## config.mk

```make
export PLATFORM = sky130hd
export DESIGN_NAME = shell_command_tokenizer
export DESIGN_NICKNAME = d
export VERILOG_FILES = /design/src/hdl/sct_pkg.sv /design/src/hdl/sct_front.sv /design/src/hdl/sct_queue.sv /design/src/hdl/sct_back.sv /design/src/hdl/shell_command_tokenizer.sv
export SDC_FILE = /design/constraint.sdc
export NUM_CORES = 1
export LEC_CHECK = 0
export BUFFER_PORTS_ARGS = -buffer_cell sky130_fd_sc_hd__buf_2
export CORE_UTILIZATION = 35
export CTS_CLUSTER_DIAMETER = 30
export DETAILED_ROUTE_END_ITERATION = 8
export PLACE_DENSITY = 0.57
export SETUP_SLACK_MARGIN = 0.05
export SYNTH_ARGS = -nofsm -noshare
export SYNTH_HDL_FRONTEND = slang
export SYNTH_HIERARCHICAL = 1
export SYNTH_SLANG_ARGS = --single-unit
```

## constraint.sdc

```tcl
create_clock -name clk -period 7.8 [get_ports clk]
set_input_delay 0.39 -clock clk [delete_from_list [all_inputs] [get_ports clk]]
set_output_delay 0.39 -clock clk [all_outputs]
set_load 0.005 [all_outputs]
```

## src/hdl/sct_pkg.sv

```systemverilog
// ----------------------------------------------------------------------------
// sct_pkg
// Types, codes and helpers shared by the shell command tokenizer modules.
// ----------------------------------------------------------------------------
package sct_pkg;

  localparam int MaxRes     = 4;
  localparam int CntW       = $clog2(MaxRes + 1);
  localparam int ResIdxW    = $clog2(MaxRes);
  localparam int QueueDepth = 4;
  localparam int QPtrW      = $clog2(QueueDepth);
  localparam int QCntW      = $clog2(QueueDepth + 1);

  localparam logic [7:0] ChGt     = 8'h3E;
  localparam logic [7:0] ChTwo    = 8'h32;
  localparam logic [7:0] ChSQuote = 8'h27;
  localparam logic [7:0] ChDQuote = 8'h22;
  localparam logic [7:0] ChBslash = 8'h5C;

  localparam logic KindChar = 1'b0;
  localparam logic KindEnd  = 1'b1;

  typedef enum logic [2:0] {
    TYPE_WORD    = 3'd0,
    TYPE_OUT     = 3'd1,
    TYPE_OUT_APP = 3'd2,
    TYPE_ERR     = 3'd3,
    TYPE_ERR_APP = 3'd4,
    TYPE_EOL     = 3'd5
  } tok_type_t;

  typedef enum logic [3:0] {
    MODE_PLAIN    = 4'd0,
    MODE_SQ       = 4'd1,
    MODE_DQ       = 4'd2,
    MODE_ESC      = 4'd3,
    MODE_ESC_DQ   = 4'd4,
    MODE_COLLECT  = 4'd5,
    MODE_PEND_GT  = 4'd6,
    MODE_PEND_2   = 4'd7,
    MODE_PEND_2GT = 4'd8
  } mode_t;

  typedef struct packed {
    logic       kind;
    logic [7:0] chr;
    logic [2:0] typ;
  } result_t;

  // All results caused by one input byte.
  typedef struct packed {
    result_t [MaxRes-1:0] res;
    logic [CntW-1:0]      cnt;
  } bundle_t;

  function automatic bundle_t push_res(bundle_t b, logic kind, logic [7:0] chr,
                                       logic [2:0] typ);
    bundle_t r;
    r = b;
    if (b.cnt < CntW'(MaxRes)) begin
      r.res[b.cnt[ResIdxW-1:0]] = '{kind: kind, chr: chr, typ: typ};
      r.cnt = b.cnt + CntW'(1);
    end
    return r;
  endfunction

  function automatic logic is_space(logic [7:0] c);
    return (c == 8'h20) || (c >= 8'h09 && c <= 8'h0D);
  endfunction

endpackage

```

## src/hdl/sct_front.sv

```systemverilog
// ----------------------------------------------------------------------------
// sct_front
// Lexer state machine: classifies each byte and builds its result bundle.
// ----------------------------------------------------------------------------
module sct_front
  import sct_pkg::*;
(
  input  logic       clk,
  input  logic       rst,
  input  logic       accept,
  input  logic [7:0] character,
  input  logic       end_of_command,
  output bundle_t    bundle,
  output logic       bundle_valid
);

  mode_t      mode, mode_next;
  logic [2:0] ctype, ctype_next;
  logic       nonempty, nonempty_next;

  always_comb begin
    bundle_t    b;
    mode_t      m;
    logic [2:0] t;
    logic       ne;
    logic       run_plain;
    logic       run_collect;
    b           = '0;
    m           = mode;
    t           = ctype;
    ne          = nonempty;
    run_plain   = 1'b0;
    run_collect = 1'b0;

    unique case (mode)
      MODE_SQ: begin
        if (character == ChSQuote) begin
          m = MODE_PLAIN;
        end else begin
          b  = push_res(b, KindChar, character, TYPE_WORD);
          ne = 1'b1;
        end
      end
      MODE_DQ: begin
        if (character == ChDQuote) begin
          m = MODE_PLAIN;
        end else if (character == ChBslash) begin
          m = MODE_ESC_DQ;
        end else begin
          b  = push_res(b, KindChar, character, TYPE_WORD);
          ne = 1'b1;
        end
      end
      MODE_ESC: begin
        b  = push_res(b, KindChar, character, TYPE_WORD);
        ne = 1'b1;
        m  = MODE_PLAIN;
      end
      MODE_ESC_DQ: begin
        if (character != ChDQuote && character != ChBslash) begin
          b = push_res(b, KindChar, ChBslash, TYPE_WORD);
        end
        b  = push_res(b, KindChar, character, TYPE_WORD);
        ne = 1'b1;
        m  = MODE_DQ;
      end
      MODE_COLLECT: begin
        run_collect = 1'b1;
      end
      MODE_PEND_GT: begin
        m = MODE_COLLECT;
        if (character == ChGt) begin
          t = TYPE_OUT_APP;
        end else begin
          t           = TYPE_OUT;
          run_collect = 1'b1;
        end
      end
      MODE_PEND_2: begin
        if (character == ChGt) begin
          m = MODE_PEND_2GT;
        end else begin
          b         = push_res(b, KindChar, ChTwo, TYPE_WORD);
          ne        = 1'b1;
          m         = MODE_PLAIN;
          run_plain = 1'b1;
        end
      end
      MODE_PEND_2GT: begin
        m = MODE_COLLECT;
        if (character == ChGt) begin
          t = TYPE_ERR_APP;
        end else begin
          t           = TYPE_ERR;
          run_collect = 1'b1;
        end
      end
      default: begin
        m         = MODE_PLAIN;
        run_plain = 1'b1;
      end
    endcase

    if (run_plain) begin
      priority if (is_space(character)) begin
        if (ne) begin
          b  = push_res(b, KindEnd, 8'h00, t);
          ne = 1'b0;
          t  = TYPE_WORD;
        end
      end else if (character == ChSQuote) begin
        m = MODE_SQ;
      end else if (character == ChDQuote) begin
        m = MODE_DQ;
      end else if (character == ChBslash) begin
        m = MODE_ESC;
      end else if (character == ChGt) begin
        m = MODE_PEND_GT;
      end else if (character == ChTwo && !end_of_command) begin
        m = MODE_PEND_2;
      end else begin
        b  = push_res(b, KindChar, character, TYPE_WORD);
        ne = 1'b1;
      end
    end

    if (run_collect) begin
      if (is_space(character)) begin
        if (ne) begin
          b  = push_res(b, KindEnd, 8'h00, t);
          ne = 1'b0;
          t  = TYPE_WORD;
        end
        m = MODE_PLAIN;
      end else begin
        b  = push_res(b, KindChar, character, TYPE_WORD);
        ne = 1'b1;
      end
    end

    if (end_of_command) begin
      priority if (m == MODE_PEND_GT) begin
        t = TYPE_OUT;
      end else if (m == MODE_PEND_2GT) begin
        t = TYPE_ERR;
      end else if (m == MODE_PEND_2) begin
        b  = push_res(b, KindChar, ChTwo, TYPE_WORD);
        ne = 1'b1;
      end else begin
      end
      if (ne) begin
        b = push_res(b, KindEnd, 8'h00, t);
      end
      b  = push_res(b, KindEnd, 8'h00, TYPE_EOL);
      m  = MODE_PLAIN;
      t  = TYPE_WORD;
      ne = 1'b0;
    end

    bundle        = b;
    mode_next     = m;
    ctype_next    = t;
    nonempty_next = ne;
  end

  assign bundle_valid = accept && (bundle.cnt != '0);

  always_ff @(posedge clk) begin
    if (rst) begin
      mode     <= MODE_PLAIN;
      ctype    <= TYPE_WORD;
      nonempty <= 1'b0;
    end else if (accept) begin
      mode     <= mode_next;
      ctype    <= ctype_next;
      nonempty <= nonempty_next;
    end
  end

endmodule

```

## src/hdl/sct_queue.sv

```systemverilog
// ----------------------------------------------------------------------------
// sct_queue
// Short bundle queue between the lexer and the result serializer.
// ----------------------------------------------------------------------------
module sct_queue
  import sct_pkg::*;
(
  input  logic    clk,
  input  logic    rst,
  input  logic    wr,
  input  bundle_t wr_data,
  input  logic    rd,
  output bundle_t rd_data,
  output logic    full,
  output logic    empty
);

  bundle_t           slots [QueueDepth];
  logic [QPtrW-1:0]  wr_ptr;
  logic [QPtrW-1:0]  rd_ptr;
  logic [QCntW-1:0]  count;
  logic              do_wr;
  logic              do_rd;

  assign full    = (count == QCntW'(QueueDepth));
  assign empty   = (count == '0);
  assign do_wr   = wr && !full;
  assign do_rd   = rd && !empty;
  assign rd_data = slots[rd_ptr];

  always_ff @(posedge clk) begin
    if (do_wr) begin
      slots[wr_ptr] <= wr_data;
    end
  end

  always_ff @(posedge clk) begin
    if (rst) begin
      wr_ptr <= '0;
      rd_ptr <= '0;
      count  <= '0;
    end else begin
      if (do_wr) begin
        wr_ptr <= wr_ptr + QPtrW'(1);
      end
      if (do_rd) begin
        rd_ptr <= rd_ptr + QPtrW'(1);
      end
      unique case ({do_wr, do_rd})
        2'b10:   count <= count + QCntW'(1);
        2'b01:   count <= count - QCntW'(1);
        default: count <= count;
      endcase
    end
  end

endmodule

```

## src/hdl/sct_back.sv

```systemverilog
// ----------------------------------------------------------------------------
// sct_back
// Result serializer: walks the head bundle one result per transfer.
// ----------------------------------------------------------------------------
module sct_back
  import sct_pkg::*;
(
  input  logic       clk,
  input  logic       rst,
  input  bundle_t    head,
  input  logic       head_empty,
  output logic       head_pop,
  input  logic       pop,
  output logic       empty,
  output logic       result_kind,
  output logic [7:0] token_char,
  output logic [2:0] token_type,
  output logic       last_result
);

  logic [ResIdxW-1:0] idx;
  result_t            cur;
  logic               is_last;
  logic               xfer;

  assign cur         = head.res[idx];
  assign is_last     = ((CntW'(idx) + CntW'(1)) == head.cnt);
  assign empty       = head_empty;
  assign xfer        = pop && !head_empty;
  assign head_pop    = xfer && is_last;
  assign result_kind = cur.kind;
  assign token_char  = cur.chr;
  assign token_type  = cur.typ;
  assign last_result = is_last;

  always_ff @(posedge clk) begin
    if (rst) begin
      idx <= '0;
    end else if (xfer) begin
      idx <= is_last ? '0 : idx + ResIdxW'(1);
    end
  end

endmodule

```

## src/hdl/shell_command_tokenizer.sv

```systemverilog
// ----------------------------------------------------------------------------
// shell_command_tokenizer
// Splits a command line into shell words, quotes, escapes and redirects.
// ----------------------------------------------------------------------------
//  channel  | handshake          | payload
//  ---------+--------------------+---------------------------------------------
//  input    | push / full        | character, end_of_command
//  result   | pop / empty        | result_kind, token_char, token_type,
//           |                    | last_result
//
//  One byte is taken per cycle while full is low; the lexer state updates in that cycle.
//  Each byte yields 0 to 4 results, moved one per cycle by the serializer while pop is high.
//  A four-bundle queue between lexer and serializer sets how long a burst
//  of multi-result bytes is absorbed before full rises.
//  Synchronous reset clears lexer state and the queue; empty is high after it.
//  A byte's results reach the ports once its bundle is written into the queue.
module shell_command_tokenizer
  import sct_pkg::*;
(
  input  logic       clk,
  input  logic       rst,
  input  logic       push,
  output logic       full,
  input  logic [7:0] character,
  input  logic       end_of_command,
  output logic       empty,
  input  logic       pop,
  output logic       result_kind,
  output logic [7:0] token_char,
  output logic [2:0] token_type,
  output logic       last_result
);

  bundle_t fr_bundle;
  logic    fr_valid;
  bundle_t q_head;
  logic    q_empty;
  logic    q_pop;
  logic    accept;

  assign accept = push && !full;

  sct_front u_front (
    .clk            (clk),
    .rst            (rst),
    .accept         (accept),
    .character      (character),
    .end_of_command (end_of_command),
    .bundle         (fr_bundle),
    .bundle_valid   (fr_valid)
  );

  sct_queue u_queue (
    .clk     (clk),
    .rst     (rst),
    .wr      (fr_valid),
    .wr_data (fr_bundle),
    .rd      (q_pop),
    .rd_data (q_head),
    .full    (full),
    .empty   (q_empty)
  );

  sct_back u_back (
    .clk         (clk),
    .rst         (rst),
    .head        (q_head),
    .head_empty  (q_empty),
    .head_pop    (q_pop),
    .pop         (pop),
    .empty       (empty),
    .result_kind (result_kind),
    .token_char  (token_char),
    .token_type  (token_type),
    .last_result (last_result)
  );

endmodule

```

After elaboration in Yosys (flattened, before gate mapping)
Memories as Yosys holds them, arrays and structs flattened. A register that Yosys moved wholly into a read port is not among the register bits.
Cells that the tools add are included.
{"block": "op_classes", "reduce_logical": 25, "n_eq_ne": 23, "bitwise_logic": 6, "magnitude_cmp": 21, "add_sub_neg": 12, "n_mux": 109}
{"operator": "2-to-1 mux 51 bit", "count": 28}
{"operator": "bitwise mux 48 bit", "count": 6}
{"operator": "case mux 51 bit (5 select lines)", "count": 1}
{"operator": "demux 12 bit (select 2 bit)", "count": 6}
{"operator": "2-to-1 mux 12 bit", "count": 8}
{"operator": "bitwise AND 36 bit", "count": 2}
{"operator": "NOT 36 bit", "count": 2}
{"operator": "2-to-1 mux 4 bit", "count": 14}
{"operator": "== test 8 x 6 -> 1 bit (second input constant)", "count": 5}
{"operator": "2-to-1 mux 3 bit", "count": 11}
{"operator": "2-to-1 mux 14 bit", "count": 2}
{"operator": "binary-select mux 12 bit (select 2 bit)", "count": 1}
{"operator": "== test 4 x 3 -> 1 bit (second input constant)", "count": 6}
{"operator": "bitwise OR 12 bit", "count": 2}
{"operator": "case mux 4 bit (6 select lines)", "count": 1}
{"operator": "adder 3 x 1 -> 3 bit (second input constant)", "count": 7}
{"operator": "< comparator 2 x 3 -> 1 bit (second input constant)", "count": 7}
{"operator": "2-to-1 mux 1 bit", "count": 21}
{"operator": "< comparator 3 bit (second input constant)", "count": 6}
{"operator": "logical AND 1 bit", "count": 15}
{"operator": "2-to-1 mux 13 bit", "count": 1}
{"operator": "greater-or-equal comparator 2 x 1 -> 1 bit (second input constant)", "count": 6}
{"operator": "case mux 3 bit (2 select lines)", "count": 2}
{"operator": "== test 4 x 2 -> 1 bit (second input constant)", "count": 2}
{"operator": "24 further kinds", "count": 34}
{"block": "word_totals", "elab_cells": 204, "regBits": 17, "ram_bits": 204, "inputBits": 13, "mem_count": 1, "output_inout_bits": 15}
{"memory": "u_queue.slots", "words": 4, "width": 51, "rd": 1, "rd_ports_with_merged_regs": 1, "write_ports": 1, "line": "sct_queue.sv:18", "text": "bundle_t slots [QueueDepth];"}

Depth between registers and ports, before layout
Gate-level depths: netlist (run 1).
{"block": "depth", "word_depth": 65, "ltp_mapped": 37, "depth_no_buf": 35}

Modules after synthesis
The synthesis (run 1) kept the hierarchy.
{"mod": "sct_queue", "seq_area_each_um2": 6306.0, "cells_per_inst": 321, "area_each_um2": 7906.3, "instances": 1}
{"mod": "sct_front", "seq_area_each_um2": 160.2, "cells_per_inst": 368, "area_each_um2": 2413.6, "instances": 1}
{"mod": "sct_back", "seq_area_each_um2": 40.0, "cells_per_inst": 34, "area_each_um2": 469.2, "instances": 1}
{"mod": "shell_command_tokenizer", "seq_area_each_um2": 0.0, "cells_per_inst": 1, "area_each_um2": 13.8, "instances": 1}

Worst setup path after synthesis (run 1)
OpenSTA, ideal clock, no wires.
{"block": "synth_path", "path_kind": "input port to flip-flop", "startpoint": "in character[7]", "endpoint": "mem u_queue/slots[0][0] in the netlist's numbering (enable)", "arrival_ns": 6.760, "path_buffers": 2, "setup_slack_ns": 0.626, "setup_time_ns": 0.414, "cell_stages": 31, "required_ns": 7.386, "cell_sequence": "buf_2 -> or4b_4 -> o311a_1 -> a21o_1 -> a211oi_4 -> inv_2 -> ha_1 -> a21oi_1 -> o21ai_0 -> a21o_1 -> inv_1 -> ha_1 -> inv_1 -> a211o_1 -> nand2_1 -> ha_1 -> inv_1 -> a32oi_1 -> and3_1 -> buf_2 -> inv_1 -> ha_1 -> inv_1 -> o21ai_0 -> ha_1 -> mux2_2 -> o221a_2 -> o31a_1 -> inv_1 -> nor2_2 -> and2_1"}
{"element": "start: declaration", "line": "shell_command_tokenizer.sv:24", "text": "input logic [7:0] character,"}
{"element": "end: declaration", "line": "sct_queue.sv:18"}

==> results of run 1 <==
-- state kept, by name (all words and copies together) (netlist names), named ones only --
signal	flops
u_queue/count	3
u_back/idx	2
u_front/mode	4
u_queue/wr_ptr	2
u_front/nonempty	1
u_queue/slots	204
u_queue/rd_ptr	2
u_front/ctype	3
-- final cells by class --
class	count	area [sq um]
Timing Repair Buffer	44	300
Inverter	26	97.6
Clock inverter	31	349
Tap cell	390	488
Fill cell	2662	17300
Sequential cell	223	6510
Clock buffer	45	1060
Multi-Input combinational cell	435	3880
-- path summary, 6_finish.rpt --
check,start,to,slack [ns],depth (start not counted)
worst max-delay path,u_front/mode[2]$_SDFFE_PP0P_,u_queue/count[2]$_SDFFE_PP0P_,0.53,35
worst min-delay path,rst,flip-flop,0.27,2
worst max register to register,u_front/mode[2]$_SDFFE_PP0P_,u_queue/count[2]$_SDFFE_PP0P_,0.53,35
worst min register to register,u_front/ctype[0]$_SDFFE_PP0P_,u_front/ctype[0]$_SDFFE_PP0P_,0.47,2
-- worst reg2reg max path, delay by kind of cell (launching register included) --
family | cells | cell delay [ns]
buf+inv | 9 | 0.82
compound gates | 12 | 2.35
xor+xnor | 1 | 0.16
flops | 1 | 0.69
simple gates | 5 | 0.94
fa+ha+maj | 7 | 1.99
mux | 1 | 0.27
-- cells in the final DEF, fill, tap and decap left out, drive strengths merged, types with 5 or more instances in the layout --
master / count
xnor2: 5
a211oi: 8
bufinv: 5
nor3: 13
or3: 6
xor2: 6
conb: 8
a21oi: 37
o211ai: 5
o21a: 7
a32oi: 7
and3: 9
nand2: 30
inv: 32
mux4: 63
clkinv: 17
and2: 21
ha: 17
nor2b: 7
buf: 44
nand2b: 9
clkbuf: 45
nor2: 51
o21ai: 24
edfxtp: 204
nand3: 23
dfxtp: 19
nand4: 5
a22oi: 6
-- routing by layer --
layer | vias up | track usage [%] | part of all wire (%)
met5 | - | 0 | 0
met4 | 0 | 4.67 | 1.7
met3 | 38 | 2.72 | 6.2
met2 | 225 | 24.3 | 46
met1 | 3286 | 22.1 | 46
li1 | 2971 | - | -
-- kinds of logic (layout without fill, tap and decap cells) --
family | Yosys count | count (layout) | synth area share, %
simple gates | 201 | 201 | 10.4
mux | 67 | 67 | 13.6
fa+ha+maj | 18 | 18 | 2.15
xor+xnor | 11 | 11 | 0.892
compound gates | 130 | 130 | 8.58
other cells | 1 | 8 | 0.0347
flops | 223 | 223 | 60.2
buf+inv | 73 | 146 | 4.13
-- power by group through the flow --
stage          Sequential, mW  Clock, mW  Combinational (mW)
2_1_floorplan            1.40          0               0.176
3_3_place_gp             1.41          0               0.243
3_5_place_dp             1.41          0               0.244
4_1_cts                  1.39       1.80               0.245
5_1_grt                  1.39       1.85               0.264
6_report                 1.39       1.76               0.240
==> results_dict.tcl, run 1 <==
set metrics [dict create \
    p_per_area_nw_per_um2 267 \
    synth_area_sq_um 10800 \
    yosys_warnings 6 \
    path_common_cell "inv_1" \
    placed_cell_area_sq_um 11300 \
    worst_path_dominant_cell_family "compound AO/OA/AOI/OAI gates" \
    rsz0062_at_grt "no" \
    slowest_delay_ns 0.69 \
    vias_per_cell 5.46 \
    grt_pass1_vias 6444 \
    worst_slew_pin_slew_ns 1.00 \
    start_util_pct 36.0 \
    hold_path_class "in -> reg" \
    diodes 0 \
    worstPathMaxFanout 19 \
    comb_power_share_pct 7.1 \
    synth.distinct_cells 84 \
    grt_usage_pct 15.6 \
    fin_area_sq_um 12700 \
    power_switching_mw 0.750 \
    antenna_left 0 \
    numCtsBuffers 41 \
    ys_seq_elements 223 \
    clock_latency_ns 0.52 \
    cts_buffer_depth 3 \
    htree_levels 2 \
    clock.fmax_mhz 138 \
    clk_pin_slew_worst_paths_ns 0.05 \
    core_sq_um 30000 \
    grt_max_degree 52 \
    switching_share_pct 22.2 \
    hold_viol_final 0 \
    holdBufCountCts 0 \
    fin_nets 802 \
    gp_congestion 0.939 \
    wl_mm 23.8 \
    synth.top_cells.by_area "edfxtp_1 57%, mux4_2 13%, dfxtp_1 3.5%" \
    drt_iter0_drc 604 \
    dieWidth_microns 178 \
    antenna_found_initial 0 \
    fin_util_pct 42.3 \
    synth.avg_cell_area_sq_um 14.9 \
    layout-drive-gt1-share_pct 24.9 \
    p_int_mw 2.64 \
    die_y_microns 178 \
    post_cts_buffers 0 \
    post-route-period-util_pct 93.2 \
    startpoint_type "flip-flop" \
    cts_resized 0 \
    leakagePower_nw 4.35 \
    wl_per_cell_microns 20.0 \
    vias 6520 \
    overflow 0 \
    synth_area_leader_cell "edfxtp_1" \
    clkSinkCount 223 \
    skew_ns 0.0224 \
    critPathKind "reg -> reg" \
    clock-root-buffer "clkbuf_16" \
    cp.required_ns 8.25 \
    power_frac_seq_pct 40.9 \
    die-area_sq_um 31600 \
    synth-main-ff-cell "edfxtp_1" \
    ys_async_sr_fraction_pct 0 \
    grt_pass1_wl_mm 37.7 \
    synth_top_area_share_pct 56.7 \
    pre_cts_slack_ns 0.145 \
    cts_tree "yes" \
    ir_drop_uv 130 \
    endpoint_kind "flip-flop" \
    io_buffers 27 \
    setup_ws_ns 0.532 \
    area_delta_synth_final_pct 17.5 \
    tns_ns 0 \
    drc 0 \
    instances_no_fill 1194 \
    synth_common_cells "204 x edfxtp_1, 60 x mux4_2, 49 x nor2_1" \
    cp_num_buf_inv 9 \
    status "completed" \
    drt-pass1-iter-count 5 \
    arrival_ns 7.72 \
    yosysMostFrequentCell "edfxtp_1" \
    finalMaxSlewViolations 0 \
    io_pins 28 \
    synth_edf_count 204 \
    dp_hpwl_mm 15.8 \
    finalPower_mw 3.39 \
    max_cap_violations 0 \
    setup_violations 0 \
    whs_ns 0.270 \
    dp.cells 1118 \
    rows 63 \
    ys_seq_area_share_pct 60.2 \
    finalCriticalPeriod_ns 7.27 \
    slowest_stage "dfxtp_1" \
    clkPwrFrac_pct 52.0 \
    maxSlewHeadroom_pct 33.1 \
    synthCells 724 \
]
Note: power is estimated with default switching activity, not from simulation.
==> run 2, diff against run 1 <==
Settings changed: CORE_ASPECT_RATIO set to 1.25, CTS_CLUSTER_DIAMETER 30 to 100.
==> run 2 against run 1 <==
Effect of this change: via count decreased by 2.3%; utilization decreased by 2.4 points; maximum frequency increased by 0.46%; clock skew decreased by 0.014 ns.
==> results_dict.tcl, run 2 (same netlist as run 1, synthesis figures left out) <==
set metrics [dict create \
    reg_top3 "u_queue/slots (204), u_front/mode (4)" \
    overflow 0 \
    antenna_found_initial 0 \
    io_pins 28 \
    grt_max_degree 52 \
    die_y_microns 198 \
    rows 71 \
    startpoint_type "input pin" \
    antenna_left 0 \
    tns_ns 0 \
    clock.fmax_mhz 138 \
    worst-r2r-setup-slack_ns 0.59 \
    cp.required_ns 8.22 \
    holdBufCountCts 0 \
    slowest_delay_ns 0.55 \
    status "completed" \
    clkSinkCount 223 \
    min_from "pop" \
    area_delta_synth_final_pct 11.4 \
    hold_end "u_back/idx[0]$_SDFFE_PP0P_" \
    vias_per_cell 5.42 \
    post_cts_buffers 0 \
    cts_tree "yes" \
    finalPower_mw 2.58 \
    htree_levels 1 \
    largest_register_ffs 204 \
    grt_pass1_vias 6544 \
    setup_violations 0 \
    endpoint_kind "flip-flop" \
    io_buffers 27 \
    hold_path_class "in -> reg" \
    p_per_area_nw_per_um2 214 \
    slowest_stage "or4b_4" \
    leakagePower_nw 4.03 \
    grt_usage_pct 15.2 \
    clk_pin_slew_worst_paths_ns 0.06 \
    diodes 0 \
    clock_latency_ns 0.50 \
    cts_buffer_depth 3 \
    drt-pass1-iter-count 6 \
    critPathKind "in -> reg" \
    worst_slew_pin_slew_ns 0.821 \
    finalCriticalPeriod_ns 7.24 \
    worst_path_dominant_cell_family "compound AO/OA/AOI/OAI gates" \
    core_sq_um 30200 \
    fin_nets 791 \
    grt_pass1_wl_mm 37.2 \
    drc 0 \
    skew_ns 0.00800 \
    max_cap_violations 0 \
    cts_resized 0 \
    maxSlewHeadroom_pct 45.3 \
    dp_hpwl_mm 16.2 \
    path_common_cell "inv_1" \
    dieWidth_microns 159 \
    worstPathMaxFanout 9 \
    numCtsBuffers 22 \
    wl_per_cell_microns 20.1 \
    rr_endpoint "u_queue/count[2]$_SDFFE_PP0P_" \
    post-route-period-util_pct 92.8 \
    clock-root-buffer "clkbuf_16" \
    gp_congestion 0.921 \
    rsz0062_at_grt "no" \
    die-area_sq_um 31600 \
    finalMaxSlewViolations 0 \
    hold_viol_final 0 \
    arrival_ns 7.66 \
    regMostFlops "u_queue/slots" \
    mostFrequentLayoutCells "204 x edfxtp_1, 60 x mux4_2, 49 x nor2_1" \
    drt_iter0_drc 555 \
    start_util_pct 35.8 \
    vias 6372 \
    whs_path_depth 4 \
    reg2reg_depth 34 \
    cp_num_buf_inv 10 \
    layout-drive-gt1-share_pct 22.2 \
    final_common_cell "edfxtp_1" \
    timing.rr.start "u_front/mode[1]$_SDFFE_PP0P_" \
    wl_mm 23.6 \
    ir_drop_uv 96.0 \
]
-- run 2: power breakdown --
part / internal, mW / switching [mW] / total (mW)
combinational: 0.106 / 0.135 / 0.241
clock: 0.540 / 0.418 / 0.958
sequential: 1.37 / 0.0168 / 1.38
total: 2.01 / 0.570 / 2.58
-- run 2: area by class of cell --
type | count | area (sq um)
clock buffers | 30 | 602
clock inverters | 8 | 45.0
fillers | 2808 | 18200
inverters | 26 | 97.6
multi-input cells | 435 | 3880
flip-flops and latches | 223 | 6510
well taps | 401 | 502
repair buffers | 52 | 398
-- run 2: per-layer routing --
layer,up-vias,GRT usage (%),wire (microns)
met5,-,0,0
met4,0,4.77,638
met3,48,2.09,1050
met2,161,26.5,11700
met1,3244,19.5,10200
li1,2919,-,-
-- run 2: worst register-to-register path, delay by kind of cell, from the launching register on --
kind	cells	cell delay [ns]
fa+ha+maj	7	2.00
simple gates	6	1.29
flops	1	0.60
xor+xnor	1	0.15
buf+inv	9	0.79
compound gates	10	1.99
mux	1	0.26
-- run 2: through the flow --
stage / instance area, sq um / hold WS [ns] / std cells / worst slack, ns / utilization, %
floorplan: 10800 / 0.447 / 731 / 0.626 / -
global placement: 11400 / 0.457 / 1137 / 0.334 / 37.7
detailed placement: 11400 / 0.466 / 1137 / 0.133 / 37.7
CTS: 12000 / 0.271 / 1175 / 0.653 / 39.9
global route: 12000 / 0.299 / 1175 / 0.107 / 39.9
finish: 12000 / 0.294 / 1175 / 0.565 / 39.9
-- run 2: how the worst max path moves through the flow --
stage / startpoint / endpoint / slack (ns) / cells past startpoint
2_1_floorplan: character[7] / u_queue/slots[0][0]$_DFFE_PP_ / 0.63 / 31
3_3_place_gp: character[7] / u_queue/count[2]$_SDFFE_PP0P_ / 0.33 / 36
3_5_place_dp: character[7] / u_queue/count[2]$_SDFFE_PP0P_ / 0.13 / 36
4_1_cts: character[7] / u_queue/count[2]$_SDFFE_PP0P_ / 0.65 / 36
5_1_grt: character[3] / u_queue/count[2]$_SDFFE_PP0P_ / 0.11 / 36
6_report: character[6] / u_queue/count[2]$_SDFFE_PP0P_ / 0.56 / 36
==> run 3, diff against run 2 <==
Settings changed: CORE_UTILIZATION 35 to 60, PLACE_DENSITY 0.57 to 0.84.
==> run 3 against run 2 <==
Effect of this change: sequential cell count unchanged; first-iteration DRC count up 40%; maximum frequency down 1.0%; via count is 5.0% higher; combinational power about the same; global-route usage rose by 13 points; critical path type unchanged; critical endpoint unchanged.
==> results_dict.tcl, run 3 (same netlist as run 1, synthesis figures left out) <==
set metrics [dict create \
    status "completed" \
    leakagePower_nw 4.00 \
    die_y_microns 152 \
    worstPathMaxFanout 10 \
    p_per_area_nw_per_um2 228 \
    drt_iter0_drc 775 \
    vias 6688 \
    timing.rr.start "u_front/mode[0]$_SDFFE_PP0P_" \
    clkSinkCount 223 \
    max_cap_violations 0 \
    antenna_left 0 \
    hold_path_class "in -> reg" \
    crit_start "character[7]" \
    hold_end "u_back/idx[0]$_SDFFE_PP0P_" \
    skew_ns 0.0153 \
    drt-pass1-iter-count 5 \
    grt_pass1_vias 6766 \
    finalMaxSlewViolations 0 \
    min_from "pop" \
    grt_pass1_wl_mm 39.3 \
    rr_endpoint "u_queue/count[2]$_SDFFE_PP0P_" \
    reg2reg_depth 35 \
    arrival_ns 7.73 \
    startpoint_type "input pin" \
    post_cts_buffers 0 \
    fin_nets 777 \
    area_delta_synth_final_pct 8.87 \
    rows 54 \
    clock-root-buffer "clkbuf_16" \
    mostFrequentLayoutCells "204 x edfxtp_1, 60 x mux4_2, 49 x nor2_1" \
    largest_register_ffs 204 \
    clock_latency_ns 0.50 \
    slowest_stage "or4b_4" \
    numCtsBuffers 21 \
    critPathKind "in -> reg" \
    path_common_cell "inv_1" \
    dieWidth_microns 122 \
    worst-r2r-setup-slack_ns 0.54 \
    post-route-period-util_pct 93.7 \
    whs_path_depth 4 \
    pre_cts_slack_ns 0.0497 \
    io_buffers 27 \
    tns_ns 0 \
    regMostFlops "u_queue/slots" \
    finalCriticalPeriod_ns 7.31 \
    cts_tree "yes" \
    hold_viol_final 0 \
    slowest_delay_ns 0.56 \
    grt_max_degree 52 \
    gp_congestion 0.982 \
    htree_levels 1 \
    setup_ws_ns 0.488 \
    io_pins 28 \
    drc 0 \
    ir_drop_uv 165 \
    vias_per_cell 6.80 \
    die-area_sq_um 18500 \
    wl_per_cell_microns 25.9 \
    overflow 0 \
    clk_pin_slew_worst_paths_ns 0.06 \
    cts_buffer_depth 3 \
    antenna_found_initial 0 \
    reg_top3 "u_queue/slots (204), u_front/mode (4)" \
    clock.fmax_mhz 137 \
    setup_violations 0 \
    wl_mm 25.5 \
    core_sq_um 17600 \
    diodes 0 \
    endpoint_kind "flip-flop" \
    layout-drive-gt1-share_pct 21.7 \
    dp_hpwl_mm 16.3 \
    worst_slew_pin_slew_ns 1.04 \
    cp.required_ns 8.22 \
    whs_ns 0.280 \
    final_common_cell "edfxtp_1" \
    start_util_pct 61.5 \
    rsz0062_at_grt "no" \
    grt_usage_pct 28.4 \
    maxSlewHeadroom_pct 30.5 \
]
==> run 3: how the worst max path moves through the flow <==
stage	endpoint	slack (ns)	depth (start not counted)
after floorplan	u_queue/slots[0][0]$_DFFE_PP_	0.63	31
after global placement	u_queue/count[2]$_SDFFE_PP0P_	0.36	36
after detailed placement	u_queue/count[2]$_SDFFE_PP0P_	0.05	36
after global routing	u_queue/count[2]$_SDFFE_PP0P_	0.05	36
after CTS	u_queue/count[2]$_SDFFE_PP0P_	0.41	34
final	u_queue/count[2]$_SDFFE_PP0P_	0.49	36
==> run 3: per-stage QoR <==
stage / cells / total power [mW] / instance area [sq um] / utilization [%]
5_1_grt: 984 / 2.75 / 11800 / 67.0
2_1_floorplan: 731 / 1.58 / 10800 / -
4_1_cts: 984 / 2.69 / 11800 / 66.9
6_report: 984 / 2.69 / 11800 / 67.0
3_3_place_gp: 947 / 1.63 / 11000 / 62.9
3_5_place_dp: 947 / 1.65 / 11000 / 62.9
==> run 3: routing by layer <==
layer  GRT usage (%)  share of wire [%]  vias up  wire (microns)
met1            37.2                 37     3336            9540
met3            3.57                7.9       68            2020
li1                -                  -     2892               -
met4            9.17                3.1        0             781
met5               0                  0        -               0
met2            48.6                 52      392           13200
==> run 3: area by class of cell <==
type / instances / area, sq um
clock buffers: 22 / 529
clock inverters: 15 / 176
fillers: 1196 / 5810
inverters: 26 / 97.6
multi-input cells: 435 / 3890
flip-flops and latches: 223 / 6520
well taps: 224 / 280
repair buffers: 39 / 275
==> run 3: critical path, delay by kind of cell <==
family	cells	cell delay, ns
AND/OR/NAND/NOR	5	1.36
AO/OA/AOI/OAI	12	2.49
XOR/XNOR	1	0.17
multiplexers	1	0.26
buffers and inverters	10	1.00
adder cells (fa/ha/maj)	7	2.05
==> run 3: power breakdown <==
part / total (mW) / leakage, nW / internal [mW] / switching [mW]
clock network: 1.06 / 0.349 / 0.626 / 0.429
logic: 0.238 / 1.57 / 0.104 / 0.134
registers: 1.39 / 2.08 / 1.37 / 0.0278
==> run 3: repair_timing <==
item | in CTS | in global routing
gates resized for setup | 0 | 5
endpoints found under the setup margin | 0 | 1
hold buffers | 0 | 0
